===== config.mk =====
export PLATFORM = sky130hd
export DESIGN_NAME = radio_time_code_frame_gen_unit
export DESIGN_NICKNAME = d
export VERILOG_FILES = /design/src/hdl/rtcfg_pkg.sv /design/src/hdl/rtcfg_digits.sv /design/src/hdl/rtcfg_symbol.sv /design/src/hdl/radio_time_code_frame_gen_unit.sv
export SDC_FILE = /design/constraint.sdc
export NUM_CORES = 1
export LEC_CHECK = 0
export BUFFER_PORTS_ARGS = -buffer_cell sky130_fd_sc_hd__clkbuf_2
export CORE_UTILIZATION = 25
export DETAILED_ROUTE_END_ITERATION = 10
export SKIP_CTS_REPAIR_TIMING = 1
export SYNTH_ARGS = -nofsm -noshare
export SYNTH_HDL_FRONTEND = slang
export SYNTH_SLANG_ARGS = --single-unit

===== constraint.sdc =====
create_clock -name clk_i -period 8.5 [get_ports clk_i]
set_clock_uncertainty 0.2 [all_clocks]
set_input_delay 0.85 -clock clk_i [delete_from_list [all_inputs] [get_ports clk_i]]
set_output_delay 0.85 -clock clk_i [all_outputs]
set_load 0.02 [all_outputs]

===== src/hdl/rtcfg_pkg.sv =====
`default_nettype none
package rtcfg_pkg;

  typedef enum logic {
    OP_LOAD = 1'b0,
    OP_TICK = 1'b1
  } op_e;

  typedef enum logic [1:0] {
    STATUS_OK      = 2'd0,
    STATUS_INVALID = 2'd1,
    STATUS_BUSY    = 2'd2
  } status_e;

  typedef enum logic [1:0] {
    SYM_BLANK = 2'd0,
    SYM_ZERO  = 2'd1,
    SYM_ONE   = 2'd2,
    SYM_MARK  = 2'd3
  } sym_e;

  typedef enum logic [2:0] {
    REG_TICKS_PER_SECOND = 3'd0,
    REG_ZERO_CYCLES      = 3'd1,
    REG_ONE_CYCLES       = 3'd2,
    REG_MARKER_CYCLES    = 3'd3
  } reg_idx_e;

  localparam int unsigned CfgIndexW = 3;
  localparam int unsigned CfgDataW  = 10;
  localparam int unsigned TpsW      = 10;
  localparam int unsigned CycW      = 8;

  localparam logic [TpsW-1:0] TpsReset    = 10'd200;
  localparam logic [TpsW-1:0] TpsMin      = 10'd2;
  localparam logic [CycW-1:0] ZeroReset   = 8'd18;
  localparam logic [CycW-1:0] OneReset    = 8'd48;
  localparam logic [CycW-1:0] MarkerReset = 8'd78;

  localparam logic [5:0] MaxMinute  = 6'd59;
  localparam logic [4:0] MaxHour    = 5'd23;
  localparam logic [8:0] MaxDay     = 9'd366;
  localparam logic [5:0] LastSecond = 6'd59;

  typedef struct packed {
    logic [3:0] year_digit;
    logic [3:0] minute_ones;
    logic [2:0] minute_tens;
    logic [3:0] hour_unit_dig;
    logic [2:0] hour_ten_dig;
    logic [3:0] day_unit_dig;
    logic [3:0] day_ten_dig;
    logic [1:0] day_hundreds;
  } digits_t;

  typedef struct packed {
    logic [TpsW-1:0] ticks_per_second;
    logic [CycW-1:0] zero_cycles;
    logic [CycW-1:0] one_cycles;
    logic [CycW-1:0] marker_cycles;
  } cfg_t;

  // Quotient by ten through a reciprocal multiply; exact for all 10-bit inputs.
  function automatic logic [6:0] div10(input logic [9:0] v);
    logic [17:0] p;
    p = 18'(v) * 18'd205;
    return p[17:11];
  endfunction

  // Quotient by one hundred; exact for all 9-bit inputs.
  function automatic logic [2:0] div100(input logic [8:0] v);
    logic [14:0] p;
    p = 15'(v) * 15'd41;
    return p[14:12];
  endfunction

  function automatic sym_e bit_sym(input logic b);
    return b ? SYM_ONE : SYM_ZERO;
  endfunction

  // Symbol carried by each second of the frame.
  function automatic sym_e symbol_of(input logic [5:0] s, input digits_t d);
    sym_e r;
    case (s) inside
      6'd0:           r = SYM_BLANK;
      [6'd1:6'd3]:    r = SYM_ZERO;
      [6'd4:6'd7]:    r = bit_sym(d.year_digit[2'(s - 6'd4)]);
      6'd8:           r = SYM_ZERO;
      6'd9:           r = SYM_MARK;
      [6'd10:6'd13]:  r = bit_sym(d.minute_ones[2'(s - 6'd10)]);
      6'd14:          r = SYM_ZERO;
      [6'd15:6'd17]:  r = bit_sym(d.minute_tens[2'(s - 6'd15)]);
      6'd18:          r = SYM_ZERO;
      6'd19:          r = SYM_MARK;
      [6'd20:6'd23]:  r = bit_sym(d.hour_unit_dig[2'(s - 6'd20)]);
      6'd24:          r = SYM_ZERO;
      [6'd25:6'd27]:  r = bit_sym(d.hour_ten_dig[2'(s - 6'd25)]);
      6'd28:          r = SYM_ZERO;
      6'd29:          r = SYM_MARK;
      [6'd30:6'd33]:  r = bit_sym(d.day_unit_dig[2'(s - 6'd30)]);
      6'd34:          r = SYM_ZERO;
      [6'd35:6'd38]:  r = bit_sym(d.day_ten_dig[2'(s - 6'd35)]);
      6'd39:          r = SYM_MARK;
      [6'd40:6'd41]:  r = bit_sym(d.day_hundreds[1'(s - 6'd40)]);
      [6'd42:6'd44]:  r = SYM_ZERO;
      default:        r = SYM_BLANK;
    endcase
    return r;
  endfunction

endpackage
`default_nettype wire


===== src/hdl/rtcfg_digits.sv =====
`default_nettype none
module rtcfg_digits (
  input  wire logic [5:0]       minute_i,
  input  wire logic [4:0]       hour_i,
  input  wire logic [8:0]       day_of_year_i,
  input  wire logic [7:0]       year_since_1900_i,
  output rtcfg_pkg::digits_t    digits_o,
  output logic                  date_ok_o
);
  import rtcfg_pkg::*;

  logic [6:0] min_q10, hr_q10, yr_q10, day_q10;
  logic [2:0] day_q100;
  logic [9:0] min_rem, hr_rem, yr_rem, day_rem;
  logic [8:0] day_rem100;

  // The year offset 1900 is a multiple of ten, so the units digit comes
  // straight from the offset.
  always_comb begin
    min_q10    = div10(10'(minute_i));
    hr_q10     = div10(10'(hour_i));
    yr_q10     = div10(10'(year_since_1900_i));
    day_q100   = div100(day_of_year_i);
    day_rem100 = day_of_year_i - 9'(day_q100) * 9'd100;
    day_q10    = div10(10'(day_rem100));
    min_rem    = 10'(minute_i) - 10'(min_q10) * 10'd10;
    hr_rem     = 10'(hour_i) - 10'(hr_q10) * 10'd10;
    yr_rem     = 10'(year_since_1900_i) - 10'(yr_q10) * 10'd10;
    day_rem    = 10'(day_rem100) - 10'(day_q10) * 10'd10;

    digits_o.year_digit    = yr_rem[3:0];
    digits_o.minute_ones   = min_rem[3:0];
    digits_o.minute_tens   = min_q10[2:0];
    digits_o.hour_unit_dig = hr_rem[3:0];
    digits_o.hour_ten_dig  = hr_q10[2:0];
    digits_o.day_unit_dig  = day_rem[3:0];
    digits_o.day_ten_dig   = day_q10[3:0];
    digits_o.day_hundreds  = day_q100[1:0];

    date_ok_o = (minute_i <= MaxMinute) && (hour_i <= MaxHour) && (day_of_year_i <= MaxDay);
  end
endmodule
`default_nettype wire


===== src/hdl/rtcfg_symbol.sv =====
`default_nettype none
module rtcfg_symbol #(
  parameter int unsigned TICK_COUNT_WIDTH = 10
) (
  input  wire logic [5:0]                  second_i,
  input  wire logic [TICK_COUNT_WIDTH-1:0] tick_i,
  input  wire rtcfg_pkg::digits_t          digits_i,
  input  wire rtcfg_pkg::cfg_t             cfg_i,
  output logic                             pin_o
);
  import rtcfg_pkg::*;

  localparam int unsigned CmpW = ((TICK_COUNT_WIDTH > CycW + 1) ? TICK_COUNT_WIDTH
                                                                 : CycW + 1) + 1;

  sym_e            sym;
  logic [CycW-1:0] cyc;
  logic [CmpW-1:0] burst_ticks;

  always_comb begin
    sym = symbol_of(second_i, digits_i);
    unique case (sym)
      SYM_ZERO: cyc = cfg_i.zero_cycles;
      SYM_ONE:  cyc = cfg_i.one_cycles;
      SYM_MARK: cyc = cfg_i.marker_cycles;
      default:  cyc = '0;
    endcase
    // Each carrier cycle is one high tick followed by one low tick.
    burst_ticks = CmpW'({cyc, 1'b0});
    pin_o = (CmpW'(tick_i) < burst_ticks) && !tick_i[0];
  end
endmodule
`default_nettype wire


===== src/hdl/radio_time_code_frame_gen_unit.sv =====
// Time code frame generator in the style of a radio time signal.
// Input channel (in_valid_i / in_ready_o): each transaction is either a load
// (operation 0) carrying minute, hour, day of year and year, or a tick
// (operation 1). A load checks the date and, when valid and idle, starts a
// 60 second frame. Each tick then produces one output level: a carrier burst
// at the start of each non-blank second whose length encodes a zero, a one or a
// position marker, followed by low level until the second ends.
// Output channel (out_valid_o / out_ready_i): exactly one result transaction
// per input transaction, in order, with the pin level, second index, active
// and frame end flags and the load status.
// Configuration: a plain write port (cfg_we_i, cfg_index_i, cfg_data_i) sets
// ticks per second and the burst lengths; the user must write it only while
// idle, since the block itself does not enforce this.
// A transaction passes through the input register and then the result
// register; a stall of the receiver can hold it in the input register.
// Throughput is one transaction per cycle while the receiver does not stall,
// set by the single pass through the digit split and the per-second symbol mux.
// Reset returns the registers to their defaults, clears the pipeline and
// leaves the generator idle. When the receiver stalls, the result register
// holds and the input register still takes one more transaction.
`default_nettype none
module radio_time_code_frame_gen_unit #(
  parameter int unsigned TICK_COUNT_WIDTH = 10
) (
  input  wire logic                             clk_i,
  input  wire logic                             rst_ni,
  input  wire logic                             cfg_we_i,
  input  wire logic [rtcfg_pkg::CfgIndexW-1:0]  cfg_index_i,
  input  wire logic [rtcfg_pkg::CfgDataW-1:0]   cfg_data_i,
  input  wire logic                             in_valid_i,
  output logic                                  in_ready_o,
  input  wire logic                             operation_i,
  input  wire logic [5:0]                       minute_i,
  input  wire logic [4:0]                       hour_i,
  input  wire logic [8:0]                       day_of_year_i,
  input  wire logic [7:0]                       year_since_1900_i,
  output logic                                  out_valid_o,
  input  wire logic                             out_ready_i,
  output logic                                  pin_level_o,
  output logic [5:0]                            second_index_o,
  output logic                                  active_o,
  output logic                                  frame_end_o,
  output logic [1:0]                            status_o
);
  import rtcfg_pkg::*;

  localparam int unsigned CmpW = ((TICK_COUNT_WIDTH > TpsW) ? TICK_COUNT_WIDTH : TpsW) + 1;

  // Configuration registers.
  cfg_t cfg_q;

  always_ff @(posedge clk_i or negedge rst_ni) begin
    if (!rst_ni) begin
      cfg_q.ticks_per_second <= TpsReset;
      cfg_q.zero_cycles      <= ZeroReset;
      cfg_q.one_cycles       <= OneReset;
      cfg_q.marker_cycles    <= MarkerReset;
    end else if (cfg_we_i) begin
      unique case (cfg_index_i)
        REG_TICKS_PER_SECOND: cfg_q.ticks_per_second <= cfg_data_i[TpsW-1:0];
        REG_ZERO_CYCLES:      cfg_q.zero_cycles      <= cfg_data_i[CycW-1:0];
        REG_ONE_CYCLES:       cfg_q.one_cycles       <= cfg_data_i[CycW-1:0];
        REG_MARKER_CYCLES:    cfg_q.marker_cycles    <= cfg_data_i[CycW-1:0];
        default: begin
          // Unused indexes are ignored.
        end
      endcase
    end
  end

  // Input register stage.
  logic       s1_valid_q, s1_valid_d;
  logic       s1_op_q;
  logic [5:0] s1_minute_q;
  logic [4:0] s1_hour_q;
  logic [8:0] s1_day_q;
  logic [7:0] s1_year_q;
  logic       advance, in_accept, process;

  // The result register can take a new result when it is empty or being drained.
  assign advance    = !out_valid_o || out_ready_i;
  assign in_ready_o = !s1_valid_q || advance;
  assign in_accept  = in_valid_i && in_ready_o;
  assign process    = s1_valid_q && advance;

  always_comb begin
    if (in_accept) begin
      s1_valid_d = 1'b1;
    end else if (advance) begin
      s1_valid_d = 1'b0;
    end else begin
      s1_valid_d = s1_valid_q;
    end
  end

  always_ff @(posedge clk_i or negedge rst_ni) begin
    if (!rst_ni) begin
      s1_valid_q <= 1'b0;
    end else begin
      s1_valid_q <= s1_valid_d;
    end
  end

  always_ff @(posedge clk_i) begin
    if (in_accept) begin
      s1_op_q     <= operation_i;
      s1_minute_q <= minute_i;
      s1_hour_q   <= hour_i;
      s1_day_q    <= day_of_year_i;
      s1_year_q   <= year_since_1900_i;
    end
  end

  // Frame state.
  digits_t                     digits_q, digits_d, load_digits;
  logic [5:0]                  second_q, second_d;
  logic [TICK_COUNT_WIDTH-1:0] tick_q, tick_d;
  logic                        running_q, running_d;
  logic                        date_ok;
  logic                        burst_pin;

  rtcfg_digits u_digits (
    .minute_i          (s1_minute_q),
    .hour_i            (s1_hour_q),
    .day_of_year_i     (s1_day_q),
    .year_since_1900_i (s1_year_q),
    .digits_o          (load_digits),
    .date_ok_o         (date_ok)
  );

  rtcfg_symbol #(
    .TICK_COUNT_WIDTH (TICK_COUNT_WIDTH)
  ) u_symbol (
    .second_i (second_q),
    .tick_i   (tick_q),
    .digits_i (digits_q),
    .cfg_i    (cfg_q),
    .pin_o    (burst_pin)
  );

  // Result values for the transaction in the input register.
  logic            pin_d, active_d, frame_end_d;
  logic [5:0]      sec_out_d;
  status_e         status_d;
  logic [TpsW-1:0] tps_eff;
  logic [CmpW-1:0] tick_next_wide;
  logic            second_done;

  always_comb begin
    digits_d    = digits_q;
    second_d    = second_q;
    tick_d      = tick_q;
    running_d   = running_q;
    pin_d       = 1'b0;
    active_d    = 1'b0;
    frame_end_d = 1'b0;
    status_d    = STATUS_OK;
    sec_out_d   = '0;

    // A seconds setting below two behaves as two.
    tps_eff        = (cfg_q.ticks_per_second < TpsMin) ? TpsMin : cfg_q.ticks_per_second;
    tick_next_wide = CmpW'(tick_q) + CmpW'(1);
    second_done    = tick_next_wide >= CmpW'(tps_eff);

    if (s1_op_q == OP_LOAD) begin
      if (running_q) begin
        status_d = STATUS_BUSY;
      end else if (!date_ok) begin
        status_d = STATUS_INVALID;
      end else begin
        digits_d  = load_digits;
        second_d  = '0;
        tick_d    = '0;
        running_d = 1'b1;
      end
      sec_out_d = second_d;
      active_d  = running_d;
    end else if (running_q) begin
      pin_d     = burst_pin;
      sec_out_d = second_q;
      active_d  = 1'b1;
      if (second_done) begin
        tick_d = '0;
        if (second_q >= LastSecond) begin
          frame_end_d = 1'b1;
          second_d    = '0;
          running_d   = 1'b0;
        end else begin
          second_d = second_q + 6'd1;
        end
      end else begin
        tick_d = tick_next_wide[TICK_COUNT_WIDTH-1:0];
      end
    end
  end

  always_ff @(posedge clk_i or negedge rst_ni) begin
    if (!rst_ni) begin
      digits_q  <= '0;
      second_q  <= '0;
      tick_q    <= '0;
      running_q <= 1'b0;
    end else if (process) begin
      digits_q  <= digits_d;
      second_q  <= second_d;
      tick_q    <= tick_d;
      running_q <= running_d;
    end
  end

  // Result register.
  always_ff @(posedge clk_i or negedge rst_ni) begin
    if (!rst_ni) begin
      out_valid_o <= 1'b0;
    end else if (process) begin
      out_valid_o <= 1'b1;
    end else if (out_ready_i) begin
      out_valid_o <= 1'b0;
    end
  end

  always_ff @(posedge clk_i) begin
    if (process) begin
      pin_level_o    <= pin_d;
      second_index_o <= sec_out_d;
      active_o       <= active_d;
      frame_end_o    <= frame_end_d;
      status_o       <= status_d;
    end
  end
endmodule
`default_nettype wire


==> impl_metrics.tcl <==
set metrics [dict create \
    hpwlAfterDp_mm 17.4 \
    hold_viol 0 \
    grt_pass1_wl_mm 37.1 \
    rsz_0062_raised_after_global_routing "true" \
    source_to_sink_clock_delay_at_the_later_pin_of_the_worst_skew_pair_ns 0.43 \
    drt_wl_total_mm 22.1 \
    gr-usage-met2_pct 17.8 \
    start_kind "flop" \
    synth.area.mux_share_pct 5.20 \
    yosys_register_bits 120 \
    cts_tree "built" \
    busiest_layer "met2" \
    slew_headroom_pct 21.5 \
    dieArea_um2 42200 \
    synth.cell_area_um2 10300 \
    core.rowCount 74 \
    launch_point_of_the_critical_path "s1_day_q[3]" \
    clockRootBuffer "sky130_fd_sc_hd__clkbuf_16" \
    synth_cell_type_count 75 \
    finalNetCount 1392 \
    layout_worst_path_cycle_share_pct 98.3 \
    groute.usage.overall_pct 11.0 \
    setup-violations-final 0 \
    initial_core_util_pct 25.3 \
    port_buffers 59 \
    diodes 0 \
    htreeDepth 4 \
    number_of_global_route_vias_before_repair 7549 \
    timing.reg2reg.setup_slack_ns 0.14 \
    timing_worst_slew_pin_value_ns 1.18 \
    synth_ff_type "sky130_fd_sc_hd__dfrtp_1" \
    wire_per_inst_um 13.3 \
    worst_hold_startpoint "digits_q[23]" \
    yosys.area_share.xor_xnor_pct 4.40 \
    critical_path.max_fanout 3 \
    worstPathArrival_ns 8.42 \
    synthesis.yosys.warnings 0 \
    fp.dieW_um 205 \
    cts_buffer_depth 2 \
    vias_per_cell 4.47 \
    drtAntennaViolNets 0 \
    finalSetupTns_ns 0 \
    detailedRoute.firstPassIterationCount 5 \
    final_core_util_pct 30.1 \
    synth_compound_area_share_pct 10.7 \
    timing.fmax_ghz 0.120 \
    stdcell_area_um2 12300 \
    core-area_um2 40800 \
    synth-adder-area-share_pct 30.1 \
    cts_made_buffers 17 \
    area_growth_pct 18.8 \
    grt_start_max_net_pins 78 \
    placed_standard_cell_area_um2 11400 \
    synth_top_family_by_area "adder cells" \
    synth-simple-area-share_pct 11.6 \
    vias 7445 \
    postSynthCellCount 1026 \
    globalRouteOverflowTotal 0 \
    synth.avg_cell_area_um2 10.1 \
    hold_path_class "flop to flop" \
    clkSinkCount 120 \
    reg_to_reg_critical_path_startpoint "s1_day_q[3]" \
    grt.met1_usage_pct 14.7 \
    initial_antenna_violation_count 0 \
    synth_seq_area_share_pct 31.1 \
    timing.critical_path.to_type "flop" \
    layout-drive-gt1-share_pct 19.3 \
    worst-endpoint-required_ns 8.56 \
    drc_errors 0 \
    post-route-min-period_ns 8.36 \
    critPathTopFamily "adder cells" \
    setup.worst_path.class "flop to flop" \
    crit_slowest_cell "sky130_fd_sc_hd__fa_1" \
    drtIter0Drc 355 \
    status "completed" \
    cts.clk_slew.worst_paths_ns 0.06 \
    grt.met3_usage_pct 2.76 \
    cp_num_buf_inv 7 \
    crit_path_max_incr_delay_ns 0.53 \
    number_of_flops_mapped_to_enable_cells_by_yosys 40 \
    die_y_um 205 \
    ys_async_sr_fraction_pct 66.7 \
    synth_fp_nets 1296 \
    cap_violations 0 \
    design.portCount 60 \
    timing.final.max_slew_violations 0 \
    globalplace.congestion 0.875 \
]
## placed cells by master (no fill, tap or decap), types with 27 or more instances in the layout
cell / count
sky130_fd_sc_hd__clkbuf_2: 58
sky130_fd_sc_hd__dfrtp_1: 69
sky130_fd_sc_hd__nor2_1: 39
sky130_fd_sc_hd__xnor2_1: 35
sky130_fd_sc_hd__buf_4: 40
sky130_fd_sc_hd__ha_1: 166
sky130_fd_sc_hd__nand2_1: 93
sky130_fd_sc_hd__edfxtp_1: 40
sky130_fd_sc_hd__mux2_2: 27
sky130_fd_sc_hd__inv_1: 153
sky130_fd_sc_hd__o21ai_0: 48
sky130_fd_sc_hd__fa_1: 39
## cell usage after synthesis, types with 7 or more instances
library cell / count / area share (%)
sky130_fd_sc_hd__inv_1: 159 / 5.8
sky130_fd_sc_hd__xnor2_1: 37 / 3.1
sky130_fd_sc_hd__mux2i_1: 11 / 1.1
sky130_fd_sc_hd__nand2b_1: 9 / 0.54
sky130_fd_sc_hd__ha_1: 182 / 22
sky130_fd_sc_hd__nor2b_1: 13 / 0.79
sky130_fd_sc_hd__edfxtp_1: 40 / 12
sky130_fd_sc_hd__nand2_1: 93 / 3.4
sky130_fd_sc_hd__dfrtp_1: 69 / 17
sky130_fd_sc_hd__nand3_1: 20 / 0.97
sky130_fd_sc_hd__clkbuf_1: 13 / 0.47
sky130_fd_sc_hd__o21ai_0: 52 / 2.5
sky130_fd_sc_hd__dfstp_2: 11 / 2.8
sky130_fd_sc_hd__xor2_1: 15 / 1.3
sky130_fd_sc_hd__a2bb2oi_1: 7 / 0.59
sky130_fd_sc_hd__and3_1: 8 / 0.48
sky130_fd_sc_hd__nor3_1: 15 / 0.73
sky130_fd_sc_hd__mux2_2: 27 / 2.9
sky130_fd_sc_hd__and2_1: 7 / 0.42
sky130_fd_sc_hd__a21o_1: 14 / 1.0
sky130_fd_sc_hd__nor2_1: 39 / 1.4
sky130_fd_sc_hd__a21oi_1: 24 / 1.2
sky130_fd_sc_hd__fa_1: 41 / 7.9
## path summary, 6_finish.rpt
check	cells past startpoint	end
setup / recovery	36	digits_q[9]
hold / removal	2	digits_q[23]
setup reg to reg	36	digits_q[9]
hold reg to reg	2	digits_q[23]
max in group asynchronous	3	digits_q[17]
min in group asynchronous	2	cfg_q[10]
## cells by family (layout without fill, tap and decap cells)
logic type | count (synthesis) | count (layout)
AOI/OAI and AO/OA | 160 | 160
xor gates and xnor gates | 52 | 52
adders and majority gates | 225 | 225
buffers and inverters | 181 | 290
DFF | 120 | 120
muxes | 44 | 44
and+or+nand+nor | 244 | 244
## area by class of cell
class,instances,area (um2)
fillers,4183,28500
multi-input cells,725,6650
repair buffers,99,601
clock inverters,12,125
clock buffers,20,437
flip-flops and latches,120,3220
well taps,532,666
inverters,159,597
## worst min-delay path: cells and delay by family (launching register included)
family | cells | cell delay [ns]
AO/OA/AOI/OAI | 1 | 0.06
flip-flops | 1 | 0.33
AND/OR/NAND/NOR | 1 | 0.04
## per-stage QoR
stage | hold WS, ns | instances | worst slack, ns
3_5_place_dp | 0.264 | 1621 | -0.153
5_1_grt | 0.303 | 1667 | -0.238
2_1_floorplan | 0.240 | 1026 | 0.0146
4_1_cts | -0.0132 | 1653 | -0.158
6_report | 0.272 | 1667 | 0.140
3_3_place_gp | 0.255 | 1621 | 0.0458
## state kept, by name (all words and copies together) (netlist names), 2 cells and up
signal          cells
second_q            6
cfg_q              34
status_o            2
s1_hour_q           5
tick_q             10
s1_day_q            9
s1_year_q           8
s1_minute_q         6
digits_q           27
second_index_o      6
## layer usage
layer	vias up	part of all wire, %
li1	3747	-
met1	3541	49
met2	136	46
met3	21	4.2
met4	0	1.1
met5	-	0
Power is not shown: default switching activity piles up to over one toggle a cycle in this logic, so the estimate is an artifact.
